==> config.mk <==
export PLATFORM = sky130hd
export DESIGN_NAME = pid_positional_incremental
export DESIGN_NICKNAME = d
export VERILOG_FILES = /design/src/rtl/pidpi_pkg.sv /design/src/rtl/pid_positional_incremental.sv /design/src/rtl/pidpi_mac.sv /design/src/rtl/pidpi_core.sv
export VERILOG_INCLUDE_DIRS = /design/src /design/src/rtl
export SDC_FILE = /design/constraint.sdc
export NUM_CORES = 2
export LEC_CHECK = 0
export BUFFER_PORTS_ARGS = -buffer_cell sky130_fd_sc_hd__buf_4
export CAP_MARGIN = 5
export CORE_ASPECT_RATIO = 1.75
export CORE_UTILIZATION = 37
export CTS_CLUSTER_SIZE = 8
export DETAILED_ROUTE_END_ITERATION = 10
export PLACE_DENSITY = 0.58
export SLEW_MARGIN = 10
export SYNTH_ARGS = -nofsm -noshare
export SYNTH_HDL_FRONTEND = slang
export SYNTH_SLANG_ARGS = --single-unit
==> constraint.sdc <==
create_clock -name aclk -period 11.5 [get_ports aclk]
set_input_delay 0.575 -clock aclk [delete_from_list [all_inputs] [get_ports aclk]]
set_output_delay 0.575 -clock aclk [all_outputs]
set_load 0.1 [all_outputs]
==> src/rtl/assert_macros.svh <==
// assertion macros for the rtl files, included by pidpi_core
`ifndef ASSERT_MACROS_SVH
`define ASSERT_MACROS_SVH

`ifndef SYNTHESIS
`define ASSERT_CLK(lbl, clk, rst_n, prop, msg) \
    lbl: assert property (@(posedge clk) disable iff (!rst_n) prop) else $error(msg);
`define ASSERT_NEVER(lbl, clk, rst_n, expr, msg) \
    lbl: assert property (@(posedge clk) disable iff (!rst_n) !(expr)) else $error(msg);
`else
`define ASSERT_CLK(lbl, clk, rst_n, prop, msg)
`define ASSERT_NEVER(lbl, clk, rst_n, expr, msg)
`endif

`endif

==> src/rtl/pidpi_pkg.sv <==
// shared constants and types of the pid controller
`timescale 1ns / 1ps

package pidpi_pkg;

    localparam int SAMPLE_W_DEF = 16;
    localparam int COEF_W       = 16;
    localparam int ERR_W        = 24;
    localparam int SUM_W        = 40;
    localparam int RES_W        = 32;
    localparam int ACC_W        = 64;
    localparam int SPLIT        = 24;
    localparam int OPB_MIN      = 28;
    localparam int REG_IDX_W    = 3;
    localparam int MODE_W       = 2;

    localparam logic [REG_IDX_W-1:0] REG_KP   = 3'd0;
    localparam logic [REG_IDX_W-1:0] REG_KI   = 3'd1;
    localparam logic [REG_IDX_W-1:0] REG_KD   = 3'd2;
    localparam logic [REG_IDX_W-1:0] REG_GIN  = 3'd3;
    localparam logic [REG_IDX_W-1:0] REG_GOUT = 3'd4;
    localparam logic [REG_IDX_W-1:0] REG_MODE = 3'd5;

    localparam logic [MODE_W-1:0] MODE_POS = 2'd0;
    localparam logic [MODE_W-1:0] MODE_INC = 2'd1;

    localparam logic signed [COEF_W-1:0] GAIN_ONE = 16'sd256;

    typedef struct packed {
        logic fire;   // start a multiply this cycle
        logic accum;  // add the product into the accumulator
        logic hi;     // product is an upper partial, weight 2^SPLIT
        logic clr;    // clear the accumulator
    } mac_ctrl_t;

endpackage

==> src/rtl/pid_positional_incremental.sv <==
// pid controller top level: configuration registers, sequencer and shared multiplier
// a request is taken only in idle; the next one waits until the result is in the output register
// the single shared 16 x 28 multiplier runs the error scaling and each coefficient product, and in
//   incremental mode also the two output-gain partials
// a finished result waits in the output register while the next request is taken
// reset (aresetn low, synchronous) clears error history, integral and held result, and loads register defaults
`timescale 1ns / 1ps

module pid_positional_incremental
    import pidpi_pkg::*;
#(
    parameter int SAMPLE_WIDTH = SAMPLE_W_DEF
) (
    input  logic                                    aclk,
    input  logic                                    aresetn,
    input  logic                                    s_tvalid,
    output logic                                    s_tready,
    // target, actual (each SAMPLE_WIDTH bits, signed), zero padded to bytes
    input  logic [((2*SAMPLE_WIDTH+7)/8)*8-1:0]     s_tdata,
    output logic                                    m_tvalid,
    input  logic                                    m_tready,
    // drive (32 bits, signed)
    output logic [RES_W-1:0]                        m_tdata,
    input  logic                                    cfg_wr_en,
    input  logic [REG_IDX_W-1:0]                    cfg_addr,
    input  logic [COEF_W-1:0]                       cfg_wdata
);

    localparam int OPB_W = (SAMPLE_WIDTH + 1 > OPB_MIN) ? SAMPLE_WIDTH + 1 : OPB_MIN;

    logic signed [COEF_W-1:0]        kp_reg;
    logic signed [COEF_W-1:0]        ki_reg;
    logic signed [COEF_W-1:0]        kd_reg;
    logic signed [COEF_W-1:0]        gin_reg;
    logic signed [COEF_W-1:0]        gout_reg;
    logic [MODE_W-1:0]               mode_reg;

    mac_ctrl_t                       ctrl;
    logic signed [COEF_W-1:0]        op_a;
    logic signed [OPB_W-1:0]         op_b;
    logic signed [COEF_W+OPB_W-1:0]  prod;
    logic signed [ACC_W-1:0]         acc;
    logic signed [RES_W-1:0]         drive;

    always_ff @(posedge aclk) begin
        if (!aresetn) begin
            kp_reg   <= '0;
            ki_reg   <= '0;
            kd_reg   <= '0;
            gin_reg  <= GAIN_ONE;
            gout_reg <= GAIN_ONE;
            mode_reg <= MODE_POS;
        end else if (cfg_wr_en) begin
            unique case (cfg_addr)
                REG_KP:   kp_reg   <= cfg_wdata;
                REG_KI:   ki_reg   <= cfg_wdata;
                REG_KD:   kd_reg   <= cfg_wdata;
                REG_GIN:  gin_reg  <= cfg_wdata;
                REG_GOUT: gout_reg <= cfg_wdata;
                REG_MODE: mode_reg <= cfg_wdata[MODE_W-1:0];
                default: begin
                end
            endcase
        end
    end

    pidpi_core #(
        .SAMPLE_WIDTH (SAMPLE_WIDTH),
        .OPB_W        (OPB_W)
    ) u_core (
        .aclk        (aclk),
        .aresetn     (aresetn),
        .s_tvalid    (s_tvalid),
        .s_tready    (s_tready),
        .target      ($signed(s_tdata[SAMPLE_WIDTH-1:0])),
        .actual      ($signed(s_tdata[2*SAMPLE_WIDTH-1:SAMPLE_WIDTH])),
        .m_tvalid    (m_tvalid),
        .m_tready    (m_tready),
        .m_tdata     (drive),
        .prop_coeff  (kp_reg),
        .integ_coeff (ki_reg),
        .deriv_coeff (kd_reg),
        .in_gain     (gin_reg),
        .out_gain    (gout_reg),
        .loop_mode   (mode_reg),
        .ctrl        (ctrl),
        .op_a        (op_a),
        .op_b        (op_b),
        .prod        (prod),
        .acc         (acc)
    );

    pidpi_mac #(
        .OPB_W (OPB_W)
    ) u_mac (
        .aclk    (aclk),
        .aresetn (aresetn),
        .ctrl    (ctrl),
        .op_a    (op_a),
        .op_b    (op_b),
        .prod    (prod),
        .acc     (acc)
    );

    assign m_tdata = drive;

endmodule

==> src/rtl/pidpi_mac.sv <==
// shared multiplier with registered product and accumulator
`timescale 1ns / 1ps

module pidpi_mac
    import pidpi_pkg::*;
#(
    parameter int OPB_W = OPB_MIN
) (
    input  logic                             aclk,
    input  logic                             aresetn,
    input  mac_ctrl_t                        ctrl,
    input  logic signed [COEF_W-1:0]         op_a,
    input  logic signed [OPB_W-1:0]          op_b,
    output logic signed [COEF_W+OPB_W-1:0]   prod,
    output logic signed [ACC_W-1:0]          acc
);

    localparam int PROD_W = COEF_W + OPB_W;

    logic signed [PROD_W-1:0] prod_reg;
    logic                     pend_reg;
    logic                     hi_reg;
    logic signed [ACC_W-1:0]  acc_reg;
    logic signed [ACC_W-1:0]  acc_next;
    logic signed [ACC_W-1:0]  prod_ext;

    assign prod_ext = ACC_W'(prod_reg);
    assign acc_next = acc_reg + (hi_reg ? (prod_ext <<< SPLIT) : prod_ext);

    always_ff @(posedge aclk) begin
        if (!aresetn) begin
            pend_reg <= 1'b0;
            acc_reg  <= '0;
        end else begin
            pend_reg <= ctrl.fire & ctrl.accum;
            if (ctrl.clr) begin
                acc_reg <= '0;
            end else if (pend_reg) begin
                acc_reg <= acc_next;
            end
        end
        if (ctrl.fire) begin
            prod_reg <= op_a * op_b;
            hi_reg   <= ctrl.hi;
        end
    end

    assign prod = prod_reg;
    assign acc  = acc_reg;

endmodule

==> src/rtl/pidpi_core.sv <==
// sequencer, controller state and output register of the pid controller
`timescale 1ns / 1ps
`include "assert_macros.svh"

module pidpi_core
    import pidpi_pkg::*;
#(
    parameter int SAMPLE_WIDTH = SAMPLE_W_DEF,
    parameter int OPB_W        = OPB_MIN
) (
    input  logic                             aclk,
    input  logic                             aresetn,
    input  logic                             s_tvalid,
    output logic                             s_tready,
    input  logic signed [SAMPLE_WIDTH-1:0]   target,
    input  logic signed [SAMPLE_WIDTH-1:0]   actual,
    output logic                             m_tvalid,
    input  logic                             m_tready,
    output logic signed [RES_W-1:0]          m_tdata,
    input  logic signed [COEF_W-1:0]         prop_coeff,
    input  logic signed [COEF_W-1:0]         integ_coeff,
    input  logic signed [COEF_W-1:0]         deriv_coeff,
    input  logic signed [COEF_W-1:0]         in_gain,
    input  logic signed [COEF_W-1:0]         out_gain,
    input  logic [MODE_W-1:0]                loop_mode,
    output mac_ctrl_t                        ctrl,
    output logic signed [COEF_W-1:0]         op_a,
    output logic signed [OPB_W-1:0]          op_b,
    input  logic signed [COEF_W+OPB_W-1:0]   prod,
    input  logic signed [ACC_W-1:0]          acc
);

    localparam int PROD_W = COEF_W + OPB_W;
    localparam int DIFF_W = SAMPLE_WIDTH + 1;
    localparam int D1_W   = ERR_W + 1;
    localparam int D2_W   = ERR_W + 3;
    localparam logic signed [ERR_W-1:0] ERR_MAX = {1'b0, {(ERR_W-1){1'b1}}};
    localparam logic signed [ERR_W-1:0] ERR_MIN = {1'b1, {(ERR_W-1){1'b0}}};
    localparam logic signed [SUM_W-1:0] SUM_MAX = {1'b0, {(SUM_W-1){1'b1}}};
    localparam logic signed [SUM_W-1:0] SUM_MIN = {1'b1, {(SUM_W-1){1'b0}}};
    localparam logic signed [RES_W-1:0] RES_MAX = {1'b0, {(RES_W-1){1'b1}}};
    localparam logic signed [RES_W-1:0] RES_MIN = {1'b1, {(RES_W-1){1'b0}}};

    typedef enum logic [3:0] {
        ST_IDLE,
        ST_ERR_MUL,
        ST_ERR_SAT,
        ST_MAC,
        ST_DRAIN,
        ST_GAIN_LO,
        ST_GAIN_HI,
        ST_GDRAIN,
        ST_DONE
    } state_t;

    state_t                    state_reg;
    logic [1:0]                term_reg;
    logic signed [DIFF_W-1:0]  diff_reg;
    logic signed [ERR_W-1:0]   e_reg;
    logic signed [ERR_W-1:0]   e1_reg;
    logic signed [ERR_W-1:0]   e2_reg;
    logic signed [D1_W-1:0]    d1_reg;
    logic signed [D2_W-1:0]    d2_reg;
    logic signed [SUM_W-1:0]   integ_reg;
    logic signed [RES_W-1:0]   held_reg;
    logic signed [OPB_W-1:0]   inc_hi_reg;
    logic                      m_valid_reg;
    logic signed [RES_W-1:0]   m_data_reg;

    logic                      is_pos;
    logic                      is_inc;
    logic                      out_free;
    logic signed [ERR_W-1:0]   err_next;
    logic signed [D1_W-1:0]    d1_next;
    logic signed [D2_W-1:0]    d2_next;
    logic signed [SUM_W:0]     isum;
    logic signed [SUM_W-1:0]   integ_next;
    logic signed [ACC_W-1:0]   pos_sh;
    logic signed [ACC_W:0]     inc_sum;
    logic signed [RES_W-1:0]   pos_res;
    logic signed [RES_W-1:0]   inc_res;
    logic signed [RES_W-1:0]   res_next;

    assign is_pos   = (loop_mode == MODE_POS);
    assign is_inc   = (loop_mode == MODE_INC);
    assign out_free = !m_valid_reg || m_tready;
    assign s_tready = (state_reg == ST_IDLE);
    assign m_tvalid = m_valid_reg;
    assign m_tdata  = m_data_reg;

    // error saturation: in range when the bits above the sign all agree with it
    always_comb begin
        if ((&prod[PROD_W-1:ERR_W-1]) || !(|prod[PROD_W-1:ERR_W-1])) begin
            err_next = prod[ERR_W-1:0];
        end else if (prod[PROD_W-1]) begin
            err_next = ERR_MIN;
        end else begin
            err_next = ERR_MAX;
        end
    end

    assign d1_next = D1_W'(err_next) - D1_W'(e1_reg);
    assign d2_next = D2_W'(err_next) - (D2_W'(e1_reg) <<< 1) + D2_W'(e2_reg);
    assign isum    = (SUM_W+1)'(integ_reg) + (SUM_W+1)'(err_next);

    always_comb begin
        if (isum[SUM_W] == isum[SUM_W-1]) begin
            integ_next = isum[SUM_W-1:0];
        end else if (isum[SUM_W]) begin
            integ_next = SUM_MIN;
        end else begin
            integ_next = SUM_MAX;
        end
    end

    // result: positional drops 8 fraction bits, incremental drops 16 and adds to held
    assign pos_sh  = acc >>> 8;
    assign inc_sum = (ACC_W+1)'(held_reg) + (ACC_W+1)'(acc >>> 16);

    always_comb begin
        if ((&pos_sh[ACC_W-1:RES_W-1]) || !(|pos_sh[ACC_W-1:RES_W-1])) begin
            pos_res = pos_sh[RES_W-1:0];
        end else if (pos_sh[ACC_W-1]) begin
            pos_res = RES_MIN;
        end else begin
            pos_res = RES_MAX;
        end
        if ((&inc_sum[ACC_W:RES_W-1]) || !(|inc_sum[ACC_W:RES_W-1])) begin
            inc_res = inc_sum[RES_W-1:0];
        end else if (inc_sum[ACC_W]) begin
            inc_res = RES_MIN;
        end else begin
            inc_res = RES_MAX;
        end
        if (is_pos) begin
            res_next = pos_res;
        end else if (is_inc) begin
            res_next = inc_res;
        end else begin
            res_next = '0;
        end
    end

    // operand select for the shared multiplier
    always_comb begin
        ctrl = '0;
        op_a = '0;
        op_b = '0;
        unique case (state_reg)
            ST_ERR_MUL: begin
                ctrl.fire = 1'b1;
                ctrl.clr  = 1'b1;
                op_a      = in_gain;
                op_b      = OPB_W'(diff_reg);
            end
            ST_MAC: begin
                ctrl.fire  = 1'b1;
                ctrl.accum = 1'b1;
                if (is_pos) begin
                    case (term_reg)
                        2'd0: begin
                            op_a = prop_coeff;
                            op_b = OPB_W'(e_reg);
                        end
                        2'd1: begin
                            op_a = deriv_coeff;
                            op_b = OPB_W'(d1_reg);
                        end
                        2'd2: begin
                            // lower integral bits taken as unsigned
                            op_a = integ_coeff;
                            op_b = OPB_W'({1'b0, integ_reg[SPLIT-1:0]});
                        end
                        default: begin
                            op_a    = integ_coeff;
                            op_b    = OPB_W'($signed(integ_reg[SUM_W-1:SPLIT]));
                            ctrl.hi = 1'b1;
                        end
                    endcase
                end else begin
                    case (term_reg)
                        2'd0: begin
                            op_a = prop_coeff;
                            op_b = OPB_W'(d1_reg);
                        end
                        2'd1: begin
                            op_a = integ_coeff;
                            op_b = OPB_W'(e_reg);
                        end
                        default: begin
                            op_a = deriv_coeff;
                            op_b = OPB_W'(d2_reg);
                        end
                    endcase
                end
            end
            ST_GAIN_LO: begin
                // increment is read before the accumulator clears
                ctrl.fire  = 1'b1;
                ctrl.accum = 1'b1;
                ctrl.clr   = 1'b1;
                op_a       = out_gain;
                op_b       = OPB_W'({1'b0, acc[SPLIT-1:0]});
            end
            ST_GAIN_HI: begin
                ctrl.fire  = 1'b1;
                ctrl.accum = 1'b1;
                ctrl.hi    = 1'b1;
                op_a       = out_gain;
                op_b       = inc_hi_reg;
            end
            default: begin
            end
        endcase
    end

    always_ff @(posedge aclk) begin
        if (!aresetn) begin
            state_reg   <= ST_IDLE;
            term_reg    <= '0;
            e_reg       <= '0;
            e1_reg      <= '0;
            e2_reg      <= '0;
            integ_reg   <= '0;
            held_reg    <= '0;
            m_valid_reg <= 1'b0;
        end else begin
            if (state_reg == ST_DONE && out_free) begin
                m_valid_reg <= 1'b1;
            end else if (m_tready) begin
                m_valid_reg <= 1'b0;
            end
            unique case (state_reg)
                ST_IDLE: begin
                    if (s_tvalid) begin
                        diff_reg  <= DIFF_W'(target) - DIFF_W'(actual);
                        state_reg <= ST_ERR_MUL;
                    end
                end
                ST_ERR_MUL: begin
                    state_reg <= ST_ERR_SAT;
                end
                ST_ERR_SAT: begin
                    e_reg    <= err_next;
                    e1_reg   <= err_next;
                    e2_reg   <= e1_reg;
                    d1_reg   <= d1_next;
                    d2_reg   <= d2_next;
                    term_reg <= '0;
                    if (is_pos) begin
                        integ_reg <= integ_next;
                    end
                    state_reg <= (is_pos || is_inc) ? ST_MAC : ST_DONE;
                end
                ST_MAC: begin
                    term_reg <= term_reg + 2'd1;
                    if ((is_pos && term_reg == 2'd3) || (!is_pos && term_reg == 2'd2)) begin
                        state_reg <= ST_DRAIN;
                    end
                end
                ST_DRAIN: begin
                    state_reg <= is_pos ? ST_DONE : ST_GAIN_LO;
                end
                ST_GAIN_LO: begin
                    inc_hi_reg <= $signed(acc[SPLIT+OPB_W-1:SPLIT]);
                    state_reg  <= ST_GAIN_HI;
                end
                ST_GAIN_HI: begin
                    state_reg <= ST_GDRAIN;
                end
                ST_GDRAIN: begin
                    state_reg <= ST_DONE;
                end
                ST_DONE: begin
                    if (out_free) begin
                        held_reg   <= res_next;
                        m_data_reg <= res_next;
                        state_reg  <= ST_IDLE;
                    end
                end
                default: begin
                    state_reg <= ST_IDLE;
                end
            endcase
        end
    end

    `ASSERT_CLK(a_accept_starts, aclk, aresetn, (s_tvalid && s_tready) |=> (state_reg == ST_ERR_MUL), "accepted request did not start error multiply")
    `ASSERT_CLK(a_disabled_zero, aclk, aresetn, (state_reg == ST_DONE && out_free && !is_pos && !is_inc) |=> (m_tvalid && m_tdata == '0), "disabled mode gave nonzero drive")
    `ASSERT_CLK(a_hist_shift, aclk, aresetn, (state_reg == ST_ERR_SAT) |=> (e2_reg == $past(e1_reg) && e1_reg == e_reg), "error history did not shift")

endmodule
# [After elaboration in Yosys (flattened, before gate mapping)]
# Cells that the tools add are included.
[word_totals] in_bits=56 regBits=448 elab_cells=133 out_inout_bits=34
[classes] n_reduce_logical=45 eq_ne=21 muxes=34 bitwise=2 add_sub_neg=8 n_mul=1
[op_table] cell="2-to-1 mux 32 bit" n=6
[op_table] cell="one-hot mux 28 bit (4 select lines)" n=1
[op_table] cell="one-hot mux 28 bit (3 select lines)" n=1
[op_table] cell="2-to-1 mux 40 bit" n=2
[op_table] cell="adder 64 bit" n=1
[op_table] cell="2-to-1 mux 64 bit" n=1
[op_table] cell="one-hot mux 16 bit (2 select lines)" n=2
[op_table] cell="one-hot mux 28 bit (2 select lines)" n=1
[op_table] cell="adder 32 x 48 -> 49 bit" n=1
[op_table] cell="2-to-1 mux 24 bit" n=2
[op_table] cell="one-hot mux 16 bit (3 select lines)" n=1
[op_table] cell="multiplier 16 x 28 -> 44 bit" n=1
[op_table] cell="adder 40 x 24 -> 41 bit" n=1
[op_table] cell="one-hot mux 4 bit (9 select lines)" n=1
[op_table] cell="AND reduction 34 bit" n=1
[op_table] cell="OR reduction 34 bit" n=1
[op_table] cell="2-to-1 mux 28 bit" n=1
[op_table] cell="adder 26 x 24 -> 27 bit" n=1
[op_table] cell="subtractor 24 x 25 -> 26 bit" n=1
[op_table] cell="AND reduction 25 bit" n=1
[op_table] cell="OR reduction 25 bit" n=1
[op_table] cell="subtractor 24 x 24 -> 25 bit" n=1
[op_table] cell="AND reduction 21 bit" n=1
[op_table] cell="OR reduction 21 bit" n=1
[op_table] cell="33 further kinds" n=79

# [Logic depth before layout (Yosys ltp)]
[logic_depth] depth_word=7 mapped_depth=39 depth_no_buf=35

# [Hierarchy]
# A second synthesis with hierarchy kept.
[unflattened] cells_unflattened=5554 area_unflattened_um2=47842.1
[by_module_without_submodules] mod="pidpi_mac" n_inst=1 cells_each=2736 seq_area_each_um2=2652.5 area_per_inst_um2=23740.3
[by_module_without_submodules] mod="pidpi_core" n_inst=1 cells_each=2528 seq_area_each_um2=6416.2 area_per_inst_um2=21081.5
[by_module_without_submodules] mod="pid_positional_incremental" n_inst=1 cells_each=290 seq_area_each_um2=1641.6 area_per_inst_um2=3020.4

# [Worst setup path after synthesis]
# OpenSTA, ideal clock, no wires.
[synth_path] kind="register to register" start="reg u_core.state_reg[3]" end="reg u_mac.prod_reg[43], in the netlist u_mac.prod[43], data pin" setup_slack_ns=2.934 synth_period_minus_slack_ns=8.566 setup_time_ns=0.260 path_buffers=4 arrival_time_ns=8.306 path_stages_with_launch=35 required_ns=11.240 path_cell_list="dfxtp_1 > clkbuf_1 > inv_1 > nand2_1 > nor2_1 > and2_1 > clkbuf_1 > or2_2 > clkbuf_1 > a221oi_1 > clkbuf_1 > nor2_1 > fa_1 > inv_1 > fa_1 > inv_1 > fa_1 > inv_1 > fa_1 > fa_1 > fa_1 > inv_1 > ha_1 > a21oi_1 > o2111ai_1 > o22ai_1 > a2111oi_0 > o31a_1 > a41oi_1 > a211oi_1 > a41o_1 > o21ai_0 > nand2b_1 > a21oi_1 > xnor2_1"
[synth_via] elab_chain_cells=4 elab_cells_between_ends=8 classes_between="mul (1); eq/ne (4); mux (2); reduce/logical (1)"
[synth_rtl] element="from (decl)" line_no="pidpi_core.sv:56" text="state_t state_reg;"
[synth_rtl] element="from (signal assigned)" line_no="pidpi_core.sv:253" text="state_reg <= (is_pos || is_inc) ? ST_MAC : ST_DONE;"
[synth_rtl] element="from (signal assigned)" line_no="pidpi_core.sv:262" text="state_reg <= is_pos ? ST_DONE : ST_GAIN_LO;"
[synth_rtl] element="equality test 4 x 3 -> 1 bit" line_no="pidpi_core.sv:149" text="unique case (state_reg)"
[synth_rtl] element="OR reduction 2 bit (no source line)"
[synth_rtl] element="one-hot mux 16 bit (3 select lines)" line_no="pidpi_core.sv:149"
[synth_rtl] element="multiplier 16 x 28 -> 44 bit *" line_no="pidpi_mac.sv:43" text="prod_reg <= op_a * op_b;"
[synth_rtl] element="to (signal assigned)" line_no="pidpi_mac.sv:43"
[synth_rtl] element="to (decl)" line_no="pidpi_mac.sv:20" text="logic signed [PROD_W-1:0] prod_reg;"
# Every way passes the cells marked *; elsewhere a longest branch is shown, timed or not.
# A chain may end at the register's enable or synchronous reset.

# [Worst setup path in the final report]
[layout_path] start="reg mode_reg[1]" end="reg u_mac.prod_reg[43], in the netlist u_mac.prod[43], data pin"
[layout_via] elab_chain_cells=4 elab_cells_between_ends=6 classes_between="mul (1); mux (4); reduce/logical (1)"
[layout_rtl] element="from (decl)" line_no="pid_positional_incremental.sv:36" text="logic [MODE_W-1:0] mode_reg;"
[layout_rtl] element="from (signal assigned)" line_no="pid_positional_incremental.sv:60" text="REG_MODE: mode_reg <= cfg_wdata[MODE_W-1:0];"
[layout_rtl] element="logical NOT 2 bit *" line_no="pidpi_core.sv:84" text="assign is_pos = (loop_mode == MODE_POS);"
[layout_rtl] element="2-to-1 mux 28 bit / 2-to-1 mux 16 bit (equally long branches)" line_no="pidpi_core.sv:159" text="if (is_pos) begin"
[layout_rtl] element="one-hot mux 28 bit (4 select lines) / one-hot mux 16 bit (3 select lines) (equally long branches)" line_no="pidpi_core.sv:149"
[layout_rtl] element="multiplier 16 x 28 -> 44 bit *" line_no="pidpi_mac.sv:43"
# Marks and branches as above.

==> flow_summary_export.csv <==
group,metric,value,unit
drt,dr.first_iter.drc_count,2882,
setup_path,critPathTopFamily,"compound AO/OA/AOI/OAI gates",
setup_path,reg2reg_from,"mode_reg[1]",
clock_network,clkTransAtPathRegs,0.05,ns
drt,drcViolationCount,0,
drt,antenna_left,0,
power,pwr_density_cell,106,mW/mm2
synth,ys_seq_area_share,22.9,%
timing,setup_violations,0,
setup_path,crit_fanout,24,
clock_network,cts_buffers,66,
clock_network,clock_latency,0.67,ns
timing,max_clock_freq,95.2,MHz
clock_network,clockBufferDepth,3,
die,fp-row-count,172,
global_routing,overflow,0,
synth,ys.flop_type,"dfxtp_1",
setup_path,critPathKind,"reg -> reg",
place,dp_hpwl,129,mm
final_layout,final.fill_count,12700,
min_path,worstHoldPathCells,3,
synth,ys_ff_latch,448,
drt,drt_pass1_iterations,9,
drt,vias,40600,
global_routing,grt_pass1_vias,41900,
drt,detail_route.wl_per_cell,22.8,um
timing,finClkSkew,0.0309,ns
synth,synth-edff-count,174,
setup_path,path_common_cell,"fa_1",
setup_path,path_buf_inv,5,
clock_network,ctsHoldBuffers,0,
global_routing,grt_usage,25.6,%
die,pin_count,90,
global_routing,grt_max_degree,89,
job,drv_cap,0,
die,core-area,0.125,mm2
place,gp_congestion,0.962,
synth,netlist_top_cells_count,"719 x inv_1, 653 x nand2_1, 505 x nor2_1, 460 x fa_1, 335 x a21oi_1",
synth,avgSynthCellArea,8.44,um2
place,post-place-cells,7090,
die,dieArea,0.128,mm2
timing,setup_tns,0,ns
setup_path,critPathSlowestCell,"a21oi_1",
global_routing,antenna_found_initial,3,
synth,async_flop_share,0,%
final_layout,largest_register_ffs,64,
die,die_width,271,um
final_layout,area_growth,9.86,%
place,port_buffers,89,
final_layout,layout-drive-gt1-share,6.61,%
clock_network,cts.sinks,448,
synth,yosysMostFrequentCell,"inv_1",
setup_path,crit_path_end_kind,"flip-flop",
timing,worst_pin_slew,1.27,ns
final_layout,final_cells,7206,
setup_path,r2r_end,"u_mac.prod[43]",
timing,finalHoldViolations,0,
die,start_util,37.2,%
timing,slew_viol_final,0,
synth,synth_cells,5532,
min_path,worstHoldStart,"cfg_wdata[8]",
clock_network,cts_setup_buffers,0,
drt,vias_per_cell,5.64,
setup_path,cp_slowest_stage_delay,0.84,ns
timing,fin_crit_sh,91.3,%
synth,yosys.area.top_type_share,19.7,%
global_routing,grt_pass1_wl,248,mm
synth,ys_types,82,
timing,period_minus_slack,10.50,ns
timing,rsz0062_at_grt,"false",
timing,slew_headroom,14.4,%
clock_network,cts-root-buf,"clkbuf_16",
die,die_h,472,um
min_path,hp-class,"in -> reg",
min_path,holdPathEnd,"gin_reg[8]",
final_layout,final_nets,6352,
synth,synth_warnings,0,
setup_path,startpoint_type,"flip-flop",
clock_network,cts_tree,"done",
synth,synth_area_leaders,"fa_1 20%, dfxtp_1 12%, edfxtp_1 11%",
setup_path,reg2regPathDepth,32,
power,ir_drop,109,uV
clock_network,htree_num_levels,3,
status,outcome,"finished clean",
synth,synth_area_leader_cell,"fa_1",
power,leakagePower,22.5,nW
setup_path,r2r_slack,1.0,ns
setup_path,crit_arrival,10.91,ns
clock_network,cts_resized,0,
synth,synth_nets,6375,
setup_path,cp.required,11.91,ns
drt,drt-total-wl,164,mm
synth,netlist_area,0.0467,mm2
area by class of cell:
class / count / area [um2] / area share (%)
Clock buffer: 103 / 1820 / 3.55
Tap cell: 1653 / 2070 / 4.03
Antenna cell: 2 / 5.00 / 0.00975
Timing Repair Buffer: 167 / 1250 / 2.45
Clock inverter: 7 / 168 / 0.327
Sequential cell: 448 / 10700 / 20.9
Multi-Input combinational cell: 4105 / 32600 / 63.5
Inverter: 721 / 2710 / 5.27
placed cells by master, fill, tap and decap left out, drive strengths merged, types with 19 or more instances in the layout:
cell    synthesis  final
a21oi         366    366
nor2          505    505
nand2b         77     77
mux2           21     21
nand2         653    653
ha            327    327
a221oi         19     19
xnor2         154    154
nand4          40     40
buf            32    164
fa            460    460
a31oi          63     63
a21boi        127    127
nor2b          83     83
xor2           68     68
mux2i          39     39
and2           50     50
and3           19     19
a22oi          24     24
o21a           58     58
a21o          107    107
a211oi         35     35
o21bai         31     31
inv           720    722
o21ai         359    359
a222oi         54     54
nand3          56     56
edfxtp        174    174
o221ai         30     30
dfxtp         274    274
nor3           63     63
clkbuf        226    106
worst register-to-register path, delay by kind of cell, from the launching register on:
kind,cells,cell delay [ns]
compound gates,11,3.60
xor+xnor,1,0.12
fa+ha+maj,7,3.44
buf+inv,5,0.32
flops,1,0.52
simple gates,8,2.29
cell families after synthesis:
kind of cell,share of synthesized area [%]
adders and majority gates,28.6
xor gates and xnor gates,4.18
DFF,22.9
AOI/OAI and AO/OA,19.7
and+or+nand+nor,15.3
muxes,1.34
buffers and inverters,7.91
worst max-delay path by stage:
stage	startpoint	to	slack, ns	depth (start not counted)
after floorplan	u_core.state_reg[3]	u_mac.prod[43]	2.93	34
after CTS	mode_reg[1]	u_mac.prod[43]	1.15	32
after detailed placement	mode_reg[1]	u_mac.prod[43]	1.15	32
final	mode_reg[1]	u_mac.prod[43]	1.0	32
after global routing	mode_reg[1]	u_mac.prod[43]	0.38	32
after global placement	mode_reg[1]	u_mac.prod[43]	1.19	32
per-stage QoR:
stage	instance area, um2	hold WS, ns	setup slack [ns]	util, %	power, W
4_1_cts	51300	0.151	1.15	40.9	0.00543
5_1_grt	51300	0.184	0.378	40.9	0.00565
2_1_floorplan	46700	0.441	2.93	-	0.00295
3_5_place_dp	49300	0.457	1.15	39.3	0.00349
3_3_place_gp	49300	0.451	1.19	39.3	0.00347
6_report	51300	0.182	0.998	40.9	0.00542
layer usage:
layer  vias up  track usage, %  share of wire (%)
li1      18600               -                  -
met1     20100            25.3                 34
met5         -               0                  0
met2      1345            47.6                 52
met4         0            20.3                8.8
met3       538            3.57                4.9
where the power goes:
part	internal [W]	switching, W
Clock	0.00110	0.000825
Sequential	0.00178	0.000109
Combinational	0.000560	0.00105
Note: power is estimated with default switching activity, not from simulation.
